$ cat src/nffa_pkg.sv
`default_nettype none

package nffa_pkg;

   localparam int ADDR_W      = 32;
   localparam int FRAME_SHIFT = 22;
   localparam int FRAME_NUM_W = ADDR_W - FRAME_SHIFT;

   localparam logic [FRAME_NUM_W-1:0] BASE_RESET = FRAME_NUM_W'(20);

   typedef enum logic {
      CMD_ALLOC = 1'b0,
      CMD_FREE  = 1'b1
   } command_type;

   typedef struct packed {
      command_type        command;
      logic [ADDR_W-1:0]  release_address;
   } req_type;

   typedef struct packed {
      logic [ADDR_W-1:0]  frame_address;
      logic               ok;
   } rsp_type;

endpackage

`default_nettype wire

$ cat src/next_fit_frame_allocator_unit.sv
// A request waits in the request register, its result in the response register;
// a stalled rsp side can hold both.
// Throughput: one request per cycle while the rsp side does not stall; the bitmap search
// and update sit between the request register and the response register, so back-to-back
// requests see each other's effect.
// Reset (synchronous): all frames free, search pointer at frame 0, pool base 20.
`default_nettype none

module next_fit_frame_allocator_unit import nffa_pkg::*; #(
   parameter int FRAME_COUNT = 12
) (
   input  wire logic                   clock,
   input  wire logic                   reset,

   input  wire logic                   req_valid,
   output      logic                   req_ready,
   input  wire req_type                req_data,

   output      logic                   rsp_valid,
   input  wire logic                   rsp_ready,
   output      rsp_type                rsp_data,

   input  wire logic                   csr_valid,
   output      logic                   csr_ready,
   input  wire logic [FRAME_NUM_W-1:0] csr_pool_base_frame
);

   localparam int IDX_W = (FRAME_COUNT > 1) ? $clog2(FRAME_COUNT) : 1;

   logic                   in_valid_ff;
   logic                   in_valid_in;
   req_type                in_data_ff;
   logic                   out_valid_ff;
   logic                   out_valid_in;
   rsp_type                out_data_ff;
   logic [FRAME_NUM_W-1:0] base_ff;
   logic [FRAME_NUM_W-1:0] base_in;

   logic                   out_free;
   logic                   fire;
   rsp_type                result;

   nffa_pool #(
      .FRAME_COUNT (FRAME_COUNT),
      .IDX_W       (IDX_W)
   ) u_pool (
      .clock       (clock),
      .reset       (reset),
      .fire        (fire),
      .req         (in_data_ff),
      .base_frame  (base_ff),
      .result      (result)
   );

   // The request register drains whenever the response register can take a result.
   assign out_free  = !out_valid_ff || rsp_ready;
   assign fire      = in_valid_ff && out_free;
   assign req_ready = !in_valid_ff || out_free;
   assign csr_ready = 1'b1;

   assign rsp_valid = out_valid_ff;
   assign rsp_data  = out_data_ff;

   always_comb begin
      in_valid_in  = req_ready ? req_valid : in_valid_ff;
      out_valid_in = fire ? 1'b1 : (out_free ? 1'b0 : out_valid_ff);
      base_in      = csr_valid ? csr_pool_base_frame : base_ff;
   end

   always_ff @(posedge clock) begin
      if (reset) begin
         in_valid_ff  <= 1'b0;
         out_valid_ff <= 1'b0;
         base_ff      <= BASE_RESET;
      end else begin
         in_valid_ff  <= in_valid_in;
         out_valid_ff <= out_valid_in;
         base_ff      <= base_in;
      end
   end

   always_ff @(posedge clock) begin
      if (req_valid && req_ready) begin
         in_data_ff <= req_data;
      end
      if (fire) begin
         out_data_ff <= result;
      end
   end

endmodule

`default_nettype wire

$ cat src/nffa_search.sv
`default_nettype none

module nffa_search import nffa_pkg::*; #(
   parameter int FRAME_COUNT = 12,
   parameter int IDX_W       = (FRAME_COUNT > 1) ? $clog2(FRAME_COUNT) : 1
) (
   input  wire logic [FRAME_COUNT-1:0] used_map,
   input  wire logic [IDX_W-1:0]       next_index,
   input  wire logic [FRAME_NUM_W-1:0] base_frame,
   output      logic                   found,
   output      logic [IDX_W-1:0]       found_index
);

   logic [FRAME_COUNT-1:0] avail;
   logic [FRAME_COUNT-1:0] upper;
   logic [FRAME_COUNT-1:0] pick;
   logic [FRAME_COUNT-1:0] first;
   logic [FRAME_NUM_W:0]   frame_sum;

   always_comb begin
      frame_sum = '0;
      // A frame exists only if its base address still fits in 32 bits.
      for (int i = 0; i < FRAME_COUNT; i++) begin
         frame_sum = {1'b0, base_frame} + (FRAME_NUM_W+1)'(i);
         avail[i]  = !used_map[i] && !frame_sum[FRAME_NUM_W];
         upper[i]  = avail[i] && (int'(next_index) <= i);
      end
      // Frames at or after the pointer win; otherwise wrap to the lowest one.
      pick  = (|upper) ? upper : avail;
      first = pick & (~pick + FRAME_COUNT'(1));
      found = |avail;
      found_index = '0;
      for (int i = 0; i < FRAME_COUNT; i++) begin
         found_index = found_index | (first[i] ? IDX_W'(i) : IDX_W'(0));
      end
   end

endmodule

`default_nettype wire

$ cat src/nffa_pool.sv
`default_nettype none

module nffa_pool import nffa_pkg::*; #(
   parameter int FRAME_COUNT = 12,
   parameter int IDX_W       = (FRAME_COUNT > 1) ? $clog2(FRAME_COUNT) : 1
) (
   input  wire logic                   clock,
   input  wire logic                   reset,
   input  wire logic                   fire,
   input  wire req_type                req,
   input  wire logic [FRAME_NUM_W-1:0] base_frame,
   output      rsp_type                result
);

   logic [FRAME_COUNT-1:0] used_ff;
   logic [FRAME_COUNT-1:0] used_in;
   logic [IDX_W-1:0]       next_ff;
   logic [IDX_W-1:0]       next_in;

   logic                   found;
   logic [IDX_W-1:0]       found_index;
   logic [FRAME_NUM_W-1:0] rel_frame;
   logic [FRAME_NUM_W:0]   rel_diff;
   logic                   in_pool;
   logic [FRAME_NUM_W-1:0] alloc_frame;
   logic [IDX_W:0]         next_inc;
   logic [FRAME_COUNT-1:0] set_mask;
   logic [FRAME_COUNT-1:0] clr_mask;

   nffa_search #(
      .FRAME_COUNT (FRAME_COUNT),
      .IDX_W       (IDX_W)
   ) u_search (
      .used_map    (used_ff),
      .next_index  (next_ff),
      .base_frame  (base_frame),
      .found       (found),
      .found_index (found_index)
   );

   always_comb begin
      rel_frame   = req.release_address[ADDR_W-1:FRAME_SHIFT];
      rel_diff    = {1'b0, rel_frame} - {1'b0, base_frame};
      in_pool     = (rel_frame >= base_frame) &&
                    (rel_diff < (FRAME_NUM_W+1)'(FRAME_COUNT));
      alloc_frame = base_frame + FRAME_NUM_W'(found_index);
      next_inc    = (IDX_W+1)'(found_index) + (IDX_W+1)'(1);
      for (int i = 0; i < FRAME_COUNT; i++) begin
         set_mask[i] = found && (found_index == IDX_W'(i));
         clr_mask[i] = in_pool && (rel_diff == (FRAME_NUM_W+1)'(i));
      end

      used_in = used_ff;
      next_in = next_ff;
      result  = '0;
      unique case (req.command)
         CMD_ALLOC: begin
            if (found) begin
               used_in = used_ff | set_mask;
               next_in = (next_inc == (IDX_W+1)'(FRAME_COUNT)) ? IDX_W'(0)
                                                               : next_inc[IDX_W-1:0];
               result.frame_address = {alloc_frame, {FRAME_SHIFT{1'b0}}};
            end
            result.ok = found;
         end
         CMD_FREE: begin
            used_in   = used_ff & ~clr_mask;
            result.ok = in_pool;
         end
         default: begin
            result = '0;
         end
      endcase
   end

   always_ff @(posedge clock) begin
      if (reset) begin
         used_ff <= '0;
         next_ff <= '0;
      end else if (fire) begin
         used_ff <= used_in;
         next_ff <= next_in;
      end
   end

endmodule

`default_nettype wire

$ cat config.mk
export PLATFORM = sky130hd
export DESIGN_NAME = next_fit_frame_allocator_unit
export DESIGN_NICKNAME = d
export VERILOG_FILES = /design/src/nffa_pkg.sv /design/src/next_fit_frame_allocator_unit.sv /design/src/nffa_search.sv /design/src/nffa_pool.sv
export SDC_FILE = /design/constraint.sdc
export NUM_CORES = 1
export LEC_CHECK = 0
export BUFFER_PORTS_ARGS = -buffer_cell sky130_fd_sc_hd__buf_2
export CORE_ASPECT_RATIO = 0.6
export CORE_MARGIN = 2
export CORE_UTILIZATION = 59
export CTS_CLUSTER_SIZE = 20
export DETAILED_ROUTE_END_ITERATION = 12
export PLACE_DENSITY = 0.87
export SETUP_SLACK_MARGIN = 0.3
export SYNTH_ARGS = -nofsm -noshare
export SYNTH_HDL_FRONTEND = slang
export SYNTH_SLANG_ARGS = --single-unit
$ cat constraint.sdc
create_clock -name clock -period 12.1 [get_ports clock]
set_clock_uncertainty 0.15 [all_clocks]
set_input_delay 0 -clock clock [delete_from_list [all_inputs] [get_ports clock]]
set_output_delay 0 -clock clock [all_outputs]
set_load 0.005 [all_outputs]
# Yosys cells after proc, flatten, opt, wreduce, memory -nomap -nowiden
# Index checks and enable logic that the tools add are counted.
# op_classes
n_addsub,15
n_lt_le_gt_ge,14
n_eq_ne,24
muxes,18
bitwise,17
n_reduce_logical,85
# ops
operator,count
$logic_and 1x1->1,50
$add 10x3->11 const B,4
$add 10x4->11 const B,4
$eq 11x3->1 const B,4
$eq 11x4->1 const B,4
$logic_not 1->1,25
$and 12x12->12,2
$mux 12,2
$not 12->12,2
$pmux 12 s2,1
$reduce_or 12->1,2
$add 10x2->11 const B,2
$eq 11x2->1 const B,2
$mux 4,5
$eq 4x3->1 const B,4
$eq 4x4->1 const B,4
$le 4x3->1 const B,4
$le 4x4->1 const B,4
$add 12x1->12 const B,1
$mux 3,4
$or 12x12->12,1
$or 4x4->4,3
$add 10x1->11 const B,1
$eq 11x1->1 const B,1
other kinds (27),37
# word_totals
regBits,94
inputBits,48
out_inout_bits,36

# Logic depth before layout (Yosys ltp)
# Gate-level depths: netlist of the first run.
# depth
depth_word,25
ltp_mapped,18
mapped_depth_nobuf,16

# Hierarchy
# Synthesis of the first run repeated with hierarchy kept, for this count alone.
# hier_totals
hier_cells,480
hier_area_um2,5071.1
# by_module_without_submodules
module,instances,cells_each,area_per_inst_um2
next_fit_frame_allocator_unit,1,110,2434.8
nffa_pool,1,252,1900.6
nffa_search,1,118,735.7

# Worst setup path before layout of the first run
# Ideal clock, no wire load.
# synth_timing
path_type,reg2reg
startpoint,register base_ff[1]
endpoint,register out_data_ff (netlist bit rsp_data[29]) (data pin)
setup_time_ns,0.266
t_arrival_ns,3.703
setup_slack_ns,7.981
path_stages_with_launch,18
n_path_buf,2
synth_period_minus_slack_ns,4.119
path_cell_list,dfxtp_1 -> buf_2 -> or3_1 -> a31oi_1 -> nand2_1 -> and4_1 -> buf_4 -> and3_1 -> a31o_2 -> a31o_2 -> a311o_1 -> ha_1 -> fa_1 -> a21o_1 -> a21oi_1 -> nor3_1 -> xnor2_1 -> nor2_1
# synth_between
elab_chain_cells,21
word_cells_on_any_way,74
cone_classes,add/sub (13); mux (12); bitwise (13); reduce/logical (36)
# synth_rtl
element,line,text
start: declaration,next_fit_frame_allocator_unit.sv:36,logic [FRAME_NUM_W-1:0] base_ff;
start signal: assignment,next_fit_frame_allocator_unit.sv:78,base_ff <= base_in;
"$add 10x1->11, or another cell as far along",nffa_search.sv:24,"frame_sum = {1'b0, base_frame} + (FRAME_NUM_W+1)'(i);"
$logic_not 1->1,nffa_search.sv:25,avail[i] = !used_map[i] && !frame_sum[FRAME_NUM_W];
$logic_and 1x1->1,nffa_search.sv:25,
$logic_and 1x1->1,nffa_search.sv:26,upper[i] = avail[i] && (int'(next_index) <= i);
$reduce_or 12->1,nffa_search.sv:29,pick = (|upper) ? upper : avail;
$mux 12,nffa_search.sv:29,
$not 12->12,nffa_search.sv:30,first = pick & (~pick + FRAME_COUNT'(1));
$add 12x1->12,nffa_search.sv:30,
$and 12x12->12,nffa_search.sv:30,
$mux 1 / $mux 2 (equally long branches),nffa_search.sv:34,found_index = found_index | (first[i] ? IDX_W'(i) : IDX_W'(0));
$or 1x2->2,nffa_search.sv:34,
$or 2x2->2,nffa_search.sv:34,
$or 2x3->3,nffa_search.sv:34,
$or 3x3->3 (3 in a row),nffa_search.sv:34,
$or 3x4->4,nffa_search.sv:34,
$or 4x4->4 (3 in a row),nffa_search.sv:34,
$add 10x4->10,nffa_pool.sv:46,alloc_frame = base_frame + FRAME_NUM_W'(found_index);
end signal: assignment,next_fit_frame_allocator_unit.sv:87,out_data_ff <= result;
end: declaration,next_fit_frame_allocator_unit.sv:35,rsp_type out_data_ff;
# Parallel ways exist; a longest one is shown, timed or not.
# A chain may end at the register's enable or synchronous reset.

# Final worst setup path of the first run
# layout_timing
startpoint,register base_ff[9]
endpoint,register out_data_ff (netlist bit rsp_data[28]) (data pin)
# Same word-level chain as after synthesis.

==> out/metrics.csv, run 1 <==
metric,value,unit
ir_worst_vdd,70.23,uV
max-slew-margin-rel,17.26,%
post_drt_wl_per_cell,20.42,um
htreeDepth,2,
path_class,reg2reg,
synth_top_family_by_area,compound AO/OA/AOI/OAI gates,
place_inst,523,
hold_violations,0,
crit_top_cell,a21oi_1,
fin_crit,5.289,ns
grt_max_degree,23,
layout.cells.non_filler,573,
synthSimpleGateAreaFrac,16.81,%
pwr-share-seq,48.0,%
final_core_util,71.16,%
syn_to_final_growth,17.42,%
worstMarginPinSlew,1.230,ns
pre_cts_ws,7.262,ns
die_h,65.09,um
place_area,3794,um2
max_freq,189.1,MHz
finalSetupViolations,0,
synthMuxAreaShare,2.455,%
combinationalPowerShare,25.5,%
clk_root_buffer_cell,clkbuf_8,
finalPower,0.4082,mW
synth-warning-count,0,
ant_nets,0,
hpwl,7752,um
gp_congestion,1.030,
io_pins,84,
synth.area.top_cells,"edfxtp_1 18%, dfxtp_1 15%, ha_1 6.1%, buf_4 5.1%, nor2_1 4.3%",
worstPathArrival,5.23,ns
synth_edf_count,22,
path_max_fanout,9,
min-delay-start,req_data[30],
start_kind,flop,
core,6056,um2
num_rows,22,
synth_top_area_share,18.00,%
grt_first_pass_wirelength,17960,um
via_per_inst,6.684,
r2r-start,base_ff[9],
p_leak,1.765,nW
n_fill_cell,420,
async_reset_ff_share,0,%
avgSynthCellArea,8.758,um2
p_per_area,94.74,nW/um2
min_period_over_period,43.71,%
rsz0062_at_grt,false,
p_int,0.2717,mW
synth_area_leader_cell,edfxtp_1,
dieArea,6888,um2
worstPathCellList,nand3_1 > or4_4 > a21boi_2 > o31ai_1 > o221a_1 > o21ai_0 > a21oi_1 > a211oi_1 > ha_1 > a21o_1 > a21oi_1 > inv_1 > a21oi_1 > nor2_1 > xnor2_1 > nor2_1,
synth_seq_area_share,33.28,%
switching_share,33.45,%
clkTransAtPathRegs,0.11,ns
required,12.04,ns
maxSlewViolCount,0,
drt_wl_total,11700,um
synth_compound_area_share,27.28,%
cts_resized,0,
die_w,105.8,um
p_switching,0.1366,mW
synth_area,3670,um2
synth_common_cells,"42 x nor2_1, 29 x inv_1, 28 x dfxtp_1",
final_nets,556,
antenna_found_initial,0,
synth_most_common_cell,nor2_1,
clockBufferDepth,2,
clkPwrFrac,26.6,%
status,"finished, final reports clean",
portBuffers,38,
drt_iter0_drc,520,
ys.flop_type,dfxtp_1,
final_cell_area,4309,um2
r2r_setup_slack,6.81,ns
vias,3830,
initial_core_util,60.60,%
synthCells,419,
grt_pass1_vias,3405,
synthXorXnorAreaFrac,2.625,%
grt_usage,34.49,%
max_stage_delay,0.82,ns
critPathLaunch,base_ff[9],
cap_violations,0,
cp-end-kind,flop,
holdWs,0.2446,ns
synthAdderAreaFrac,7.228,%
setup_tns,0,ns
cts_tree,yes,
diodes,0,
drc,0,
slowest_stage,a211oi_1,
layout_setup_ws,6.811,ns
clock_latency,0.32,ns
drive_gt1_share,13.29,%
cts_buffers,5,
gr-total-overflow,0,
drt_pre_antenna_iters,7,
synth_cell_types,70,
ys_ff_latch,50,
cts_sinks,50,
hp-class,in2reg,
[layout by cell type (no fill, tap or decap), types with 6 or more instances in the layout]
cell type	netlist	layout
nor2_1	42	42
dlygate4sd3_1	0	42
buf_2	5	38
inv_1	29	29
dfxtp_1	28	28
nand2_1	26	26
a21oi_1	26	26
conb_1	2	23
o21ai_0	22	22
edfxtp_1	22	22
ha_1	18	18
xnor2_1	10	10
and2_1	9	9
nor3_1	9	9
mux2i_1	9	9
a211oi_1	8	8
a311oi_1	8	8
or3_1	6	6
a31oi_1	6	6
o21a_1	6	6
a41oi_1	6	6
[power groups by stage]
stage	registers (mW)	logic [mW]	clock network (mW)
2_1_floorplan	0.193	0.0694	0
3_3_place_gp	0.198	0.0813	0
3_5_place_dp	0.198	0.0848	0
4_1_cts	0.194	0.0966	0.105
5_1_grt	0.196	0.111	0.114
6_report	0.196	0.104	0.108
[what timing repair did]
| item | CTS | global route |
|---|---|---|
| buffers inserted | 0 | 0 |
| setup endpoints to repair | 0 | 0 |
| endpoints found under the hold margin | 24 | 0 |
| hold buffers | 42 | 0 |
[routing by layer]
metal | up-vias | GRT usage [%] | part of all wire (%)
li1 | 1657 | - | -
met1 | 1763 | 46.57 | 39
met2 | 328 | 52.10 | 41
met3 | 82 | 10.91 | 14
met4 | 0 | 13.32 | 5.0
met5 | - | 0 | 0
[worst paths after layout]
check        depth (start not counted)                 to
max                                 16       rsp_data[28]
min                                  2     in_data_ff[30]
max reg2reg                         16       rsp_data[28]
min reg2reg                          2  u_pool.used_ff[2]
[state kept, by name, indices dropped and copies added, names as in the netlist]
register,count
base_ff,10
in_data_ff,11
in_valid_ff,1
rsp_data,11
rsp_valid,1
u_pool.next_ff,4
u_pool.used_ff,12
[cells by family after synthesis]
group,count (synthesis)
adder cells (fa/ha/maj),20
multiplexers,9
XOR/XNOR,11
buffers and inverters,70
AND/OR/NAND/NOR,123
other,2
AO/OA/AOI/OAI,134
flip-flops,50
[final cells by class]
type / count / area (um2) / area share, %
timing repair buffer: 81 / 618.1 / 14.34
inverter: 30 / 113.9 / 2.642
clock inverter: 3 / 26.28 / 0.6098
sequential: 50 / 1221 / 28.34
clock buffer: 5 / 68.82 / 1.597
tap: 84 / 105.1 / 2.439
multi-input combinational: 320 / 2156 / 50.03
[critical path: cells and delay by family, from the launching register on]
kind,cells,cell delay (ns)
xor gates and xnor gates,1,0.17
DFF,1,0.74
adders and majority gates,1,0.39
AOI/OAI and AO/OA,9,2.45
and+or+nand+nor,4,1.09
buffers and inverters,1,0.08
Power figures use the tool's default switching activity.
==> run 2, diff against run 1 <==
--- a/config.mk
+++ b/config.mk
@@ -8,10 +8,10 @@
 export BUFFER_PORTS_ARGS = -buffer_cell sky130_fd_sc_hd__buf_2
 export CORE_ASPECT_RATIO = 0.6
 export CORE_MARGIN = 2
-export CORE_UTILIZATION = 59
+export CORE_UTILIZATION = 55
 export CTS_CLUSTER_SIZE = 20
 export DETAILED_ROUTE_END_ITERATION = 12
-export PLACE_DENSITY = 0.87
+export PLACE_DENSITY = 0.82
 export SETUP_SLACK_MARGIN = 0.3
 export SYNTH_ARGS = -nofsm -noshare
 export SYNTH_HDL_FRONTEND = slang
==> constraint.sdc (replaced) <==
create_clock -name clock -period 5.4 [get_ports clock]
set_clock_uncertainty 0.15 [all_clocks]
set_input_delay 0 -clock clock [delete_from_list [all_inputs] [get_ports clock]]
set_output_delay 0 -clock clock [all_outputs]
set_load 0.005 [all_outputs]
==> out/metrics.csv, run 2 (synthesis gave the netlist of run 1 again) <==
metric,value,unit
path_class,reg2reg,
antenna_found_initial,0,
gp_congestion,0.9901,
fin_crit,4.905,ns
hpwl,7851,um
drt_wl_total,12160,um
largest_register_ffs,12,
via_per_inst,6.571,
p_per_area,217.5,nW/um2
required,5.34,ns
clock_latency,0.33,ns
grt_first_pass_wirelength,18690,um
min_period_over_period,90.84,%
rsz0062_at_grt,false,
portBuffers,38,
ir_worst_vdd,191.7,uV
drive_gt1_share,15.43,%
maxSlewViolCount,0,
slowest_stage,or4_4,
clk_root_buffer_cell,clkbuf_8,
initial_core_util,58.47,%
cts_sinks,50,
core,6276,um2
cts_buffers,5,
post_cts_buffers,0,
drt_pre_antenna_iters,6,
die_h,67.27,um
gr-total-overflow,0,
cp-end-kind,flop,
final_cell_mix,"47 x dlygate4sd3_1, 42 x nor2_1, 38 x buf_2",
max_stage_delay,0.52,ns
status,"finished, final reports clean",
cts_tree,yes,
worstMarginPinSlew,1.174,ns
max-slew-margin-rel,21.02,%
regMostFlops,u_pool.used_ff,
die_w,109.5,um
grt_max_degree,23,
layout.cells.non_filler,583,
grt_pass1_vias,3548,
place_inst,528,
worstPathCellList,nand4_2 > buf_4 > or4_4 > a21boi_2 > or3_1 > and3_1 > a21oi_1 > a31o_2 > a311o_1 > ha_1 > fa_1 > a21o_1 > a21oi_2 > nor2_1 > xnor2_1 > nor2_1,
p_leak,1.815,nW
clkTransAtPathRegs,0.10,ns
start_kind,flop,
dieArea,7363,um2
grt_usage,34.59,%
cap_violations,0,
syn_to_final_growth,20.80,%
mostFrequentLayoutCell,dlygate4sd3_1,
worstPathArrival,4.85,ns
crit_top_cell,nor2_1,
multi_input_area,2172,um2
holdWs,0.2314,ns
path_max_fanout,9,
n_fill_cell,464,
vias,3831,
io_pins,84,
hp-class,in2reg,
drc,0,
setup_tns,0,ns
clockBufferDepth,2,
hold_violations,0,
htreeDepth,2,
diodes,0,
max_freq,203.9,MHz
post_drt_wl_per_cell,20.85,um
ant_nets,0,
drt_iter0_drc,389,
num_rows,22,
final_nets,566,
finalSetupViolations,0,
layout.area.seq,1224,um2
run 2: cell types whose count changed in the layout (fill, tap and decap cells not counted), moves of 2 or more:
cell           before  now
inv_6               3    0
dlygate4sd3_1      42   47
dfxtp_1            28   26
dfxtp_2             0    2
and4_2              0    2
and4_1              3    1
buf_4               1    6
run 2: timing repair:
item	CTS	global route
hold buffers	47	0
resized for setup	0	7
endpoints found under the hold margin	24	0
setup endpoints to repair	0	6
run 2: power by group:
| part | switching, mW | internal, mW |
|---|---|---|
| Combinational | 0.142 | 0.104 |
| Sequential | 0.0209 | 0.414 |
| Clock | 0.144 | 0.138 |
| Total | 0.307 | 0.657 |
run 2: stage by stage:
stage                     setup WS [ns]  cell area (um2)  utilization, %  total power, mW
final                            0.4947             4433           70.63           0.9640
after global placement           0.6552             3831           61.04           0.6296
after detailed placement         0.5932             3831           61.04           0.6360
after CTS                        0.5275             4414           70.33           0.9357
after floorplan                   1.281             3749               -           0.5876
after global routing             0.3639             4433           70.63           0.9943
run 2: final timing paths:
check,startpoint,end,slack [ns],depth (start not counted)
setup / recovery,base_ff[7],rsp_data[31],0.49,16
hold / removal,req_data[31],in_data_ff[31],0.23,2
setup reg to reg,base_ff[7],rsp_data[31],0.49,16
hold reg to reg,u_pool.used_ff[1],u_pool.used_ff[1],0.37,2
run 2: final cells by class:
class	instances	share of cell area, %
inverters	30	2.568
clock inverters	3	0.9879
flip-flops and latches	50	27.60
well taps	84	2.371
repair buffers	91	15.92
clock buffers	5	1.552
multi-input cells	320	49.00
run 2: worst max-delay path, delay by kind of cell (launching register included):
kind	cells	cell delay [ns]
adder cells (fa/ha/maj)	2	0.66
buffers and inverters	1	0.25
AND/OR/NAND/NOR	6	1.45
flip-flops	1	0.48
XOR/XNOR	1	0.19
AO/OA/AOI/OAI	6	1.50
run 2: per-layer routing:
layer,part of all wire [%],up-vias,global-route usage (%)
li1,-,1675,-
met1,38,1778,44.40
met2,43,317,53.40
met3,16,61,12.45
met4,3.7,0,13.92
met5,0,-,0
==> run 3, diff against run 2 <==
--- a/config.mk
+++ b/config.mk
@@ -5,6 +5,7 @@
 export SDC_FILE = /design/constraint.sdc
 export NUM_CORES = 1
 export LEC_CHECK = 0
+export ABC_AREA = 1
 export BUFFER_PORTS_ARGS = -buffer_cell sky130_fd_sc_hd__buf_2
 export CORE_ASPECT_RATIO = 0.6
 export CORE_MARGIN = 2
==> out/metrics.csv, run 3 <==
metric,value,unit
clkTransAtPathRegs,0.08,ns
status,"finished, final reports clean",
ys_ff_latch,50,
p_leak,2.072,nW
gp_congestion,0.9341,
switching_share,30.46,%
place_inst,631,
p_per_area,220.3,nW/um2
holdWs,0.08409,ns
grt_first_pass_wirelength,15890,um
r2r_setup_slack,1.13,ns
die_h,67.67,um
worstPathCellList,nand2_1 > nor2_4 > nand3_1 > nand3_1 > nand2_2 > nor2_4 > nand3_4 > nand2_1 > nand2_1 > nand3_2 > nor2_1 > nand2_1 > nand2_1 > a31oi_1 > inv_1 > ha_1 > a21oi_1 > inv_1 > a31oi_1 > inv_1 > nand2_1 > a21oi_1 > or2_2 > a21oi_1,
synth.area.top_cells,"edfxtp_1 18%, dfxtp_1 15%, nand2_1 10%, inv_1 7.5%, a21oi_1 6.1%",
top_usage_layer,met2,
cts_sinks,50,
cts_tree,yes,
holdPathEnd,base_ff[3],
whs_path_depth,3,
synthCells,512,
mostFrequentLayoutCell,nand2_1,
hold_violations,0,
drt_pre_antenna_iters,5,
ant_nets,0,
cap_violations,0,
maxSlewViolCount,0,
n_fill_cell,537,
hp-class,in2reg,
clock_latency,0.30,ns
r2r-end,rsp_data[28],
drive_gt1_share,15.44,%
drt_wl_total,9896,um
syn_to_final_growth,17.41,%
min_period_over_period,79.17,%
io_pins,84,
drt_iter0_drc,325,
dieArea,7451,um2
worstMarginPinSlew,0.6419,ns
required,5.38,ns
cts_buffers,5,
async_reset_ff_share,0,%
final_core_util,65.92,%
path_class,reg2reg,
p_switching,0.2929,mW
core,6619,um2
initial_core_util,56.14,%
synth_most_common_cell,nand2_1,
path_max_fanout,15,
combinationalPowerShare,20.5,%
grt_max_degree,19,
portBuffers,38,
cp-end-kind,flop,
synth_cell_types,43,
crit_family,simple AND/OR/NAND/NOR gates,
rsz0062_at_grt,false,
worstPathArrival,4.26,ns
ir_worst_vdd,172.1,uV
avgSynthCellArea,7.258,um2
fin_crit,4.275,ns
synth_seq_area_share,32.86,%
drc,0,
min-delay-start,csr_valid,
max-slew-margin-rel,56.81,%
gr-total-overflow,0,
largest_register_ffs,12,
synth_common_cells,"103 x nand2_1, 74 x inv_1, 48 x nor2_1",
start_kind,flop,
cp.buffers_inverters,3,
max_stage_delay,0.44,ns
clkPwrFrac,35.1,%
grt_pass1_vias,3318,
max_freq,233.9,MHz
cts_resized,0,
diodes,0,
num_rows,23,
layout.cells.non_filler,670,
vias,3581,
post_drt_wl_per_cell,14.77,um
grt_use_met1,39.60,%
final_nets,650,
slowest_stage,dfxtp_1,
post_cts_buffers,0,
setup_tns,0,ns
final_cell_mix,"103 x nand2_1, 74 x inv_1, 48 x nor2_1",
synth_edf_count,22,
met2_usage,44.10,%
via_per_inst,5.345,
met3_usage,6.564,%
regMostFlops,u_pool.used_ff,
htreeDepth,2,
r2r-start,base_ff[9],
finalSetupViolations,0,
antenna_found_initial,0,
grt_usage,28.46,%
synth_area,3716,um2
crit_top_cell,nand2_1,
ys.flop_type,dfxtp_1,
clockBufferDepth,2,
hpwl,7250,um
r2r.worst_path.cells,24,
clk_root_buffer_cell,clkbuf_16,
finalPower,0.9613,mW
synth-warning-count,0,
synth_area_leader_cell,edfxtp_1,
pwr-share-seq,44.4,%
synth_top_area_share,17.78,%
p_int,0.6684,mW
die_w,110.1,um
-- run 3: per-stage QoR --
step           cell area [um2]  worst slack [ns]
2_1_floorplan             3795             1.979
3_3_place_gp              3899             1.316
3_5_place_dp              3899             1.181
4_1_cts                   4363             1.171
5_1_grt                   4363            0.7050
6_report                  4363             1.125
-- run 3: worst max-delay path by stage --
stage	cells after the start	slack (ns)	end	startpoint
floorplan	24	1.98	rsp_data[32]	base_ff[7]
finish	24	1.13	rsp_data[28]	base_ff[9]
global route	24	0.71	rsp_data[32]	base_ff[9]
CTS	24	1.17	rsp_data[28]	base_ff[9]
detailed placement	24	1.18	rsp_data[28]	base_ff[9]
global placement	24	1.32	rsp_data[32]	base_ff[7]
-- run 3: power groups by stage --
stage	logic, mW	registers, mW	clock network (mW)
4_1_cts	0.190	0.426	0.337
6_report	0.197	0.427	0.337
2_1_floorplan	0.137	0.432	0
3_5_place_dp	0.170	0.435	0
3_3_place_gp	0.165	0.434	0
5_1_grt	0.221	0.429	0.351
-- run 3: routing by layer --
metal  vias to the layer above  routed length, um
met4                         0                191
met2                       198               4133
li1                       1765                  -
met5                         -                  0
met3                        23               1016
met1                      1595               4555
-- run 3: what timing repair did --
item	in CTS	in global routing
hold endpoints to repair	28	0
hold buffers	31	0
endpoints found under the setup margin	0	0
-- run 3: cells by family (layout without fill, tap and decap cells) --
logic type / Yosys count / after routing / synth area share [%]
AND/OR/NAND/NOR: 242 / 242 / 31.55
AO/OA/AOI/OAI: 86 / 86 / 13.47
other: 2 / 23 / 0.2021
adder cells (fa/ha/maj): 20 / 20 / 7.138
buffers and inverters: 105 / 155 / 13.13
flip-flops: 50 / 50 / 32.86
XOR/XNOR: 7 / 7 / 1.650
-- run 3: tightest hold or removal path: stages --
cell and delay (ns):
buf_2 0.13, inv_1 0.19, a21oi_1 0.17
-- run 3: layout make-up --
cell class / count / area [um2] / share of cell area (%)
Multi-Input combinational cell: 378 / 2086 / 47.81
Clock buffer: 5 / 125.1 / 2.868
Tap cell: 87 / 108.9 / 2.495
Clock inverter: 3 / 28.78 / 0.6596
Timing Repair Buffer: 69 / 500.5 / 11.47
Sequential cell: 50 / 1221 / 27.99
Inverter: 78 / 292.8 / 6.711
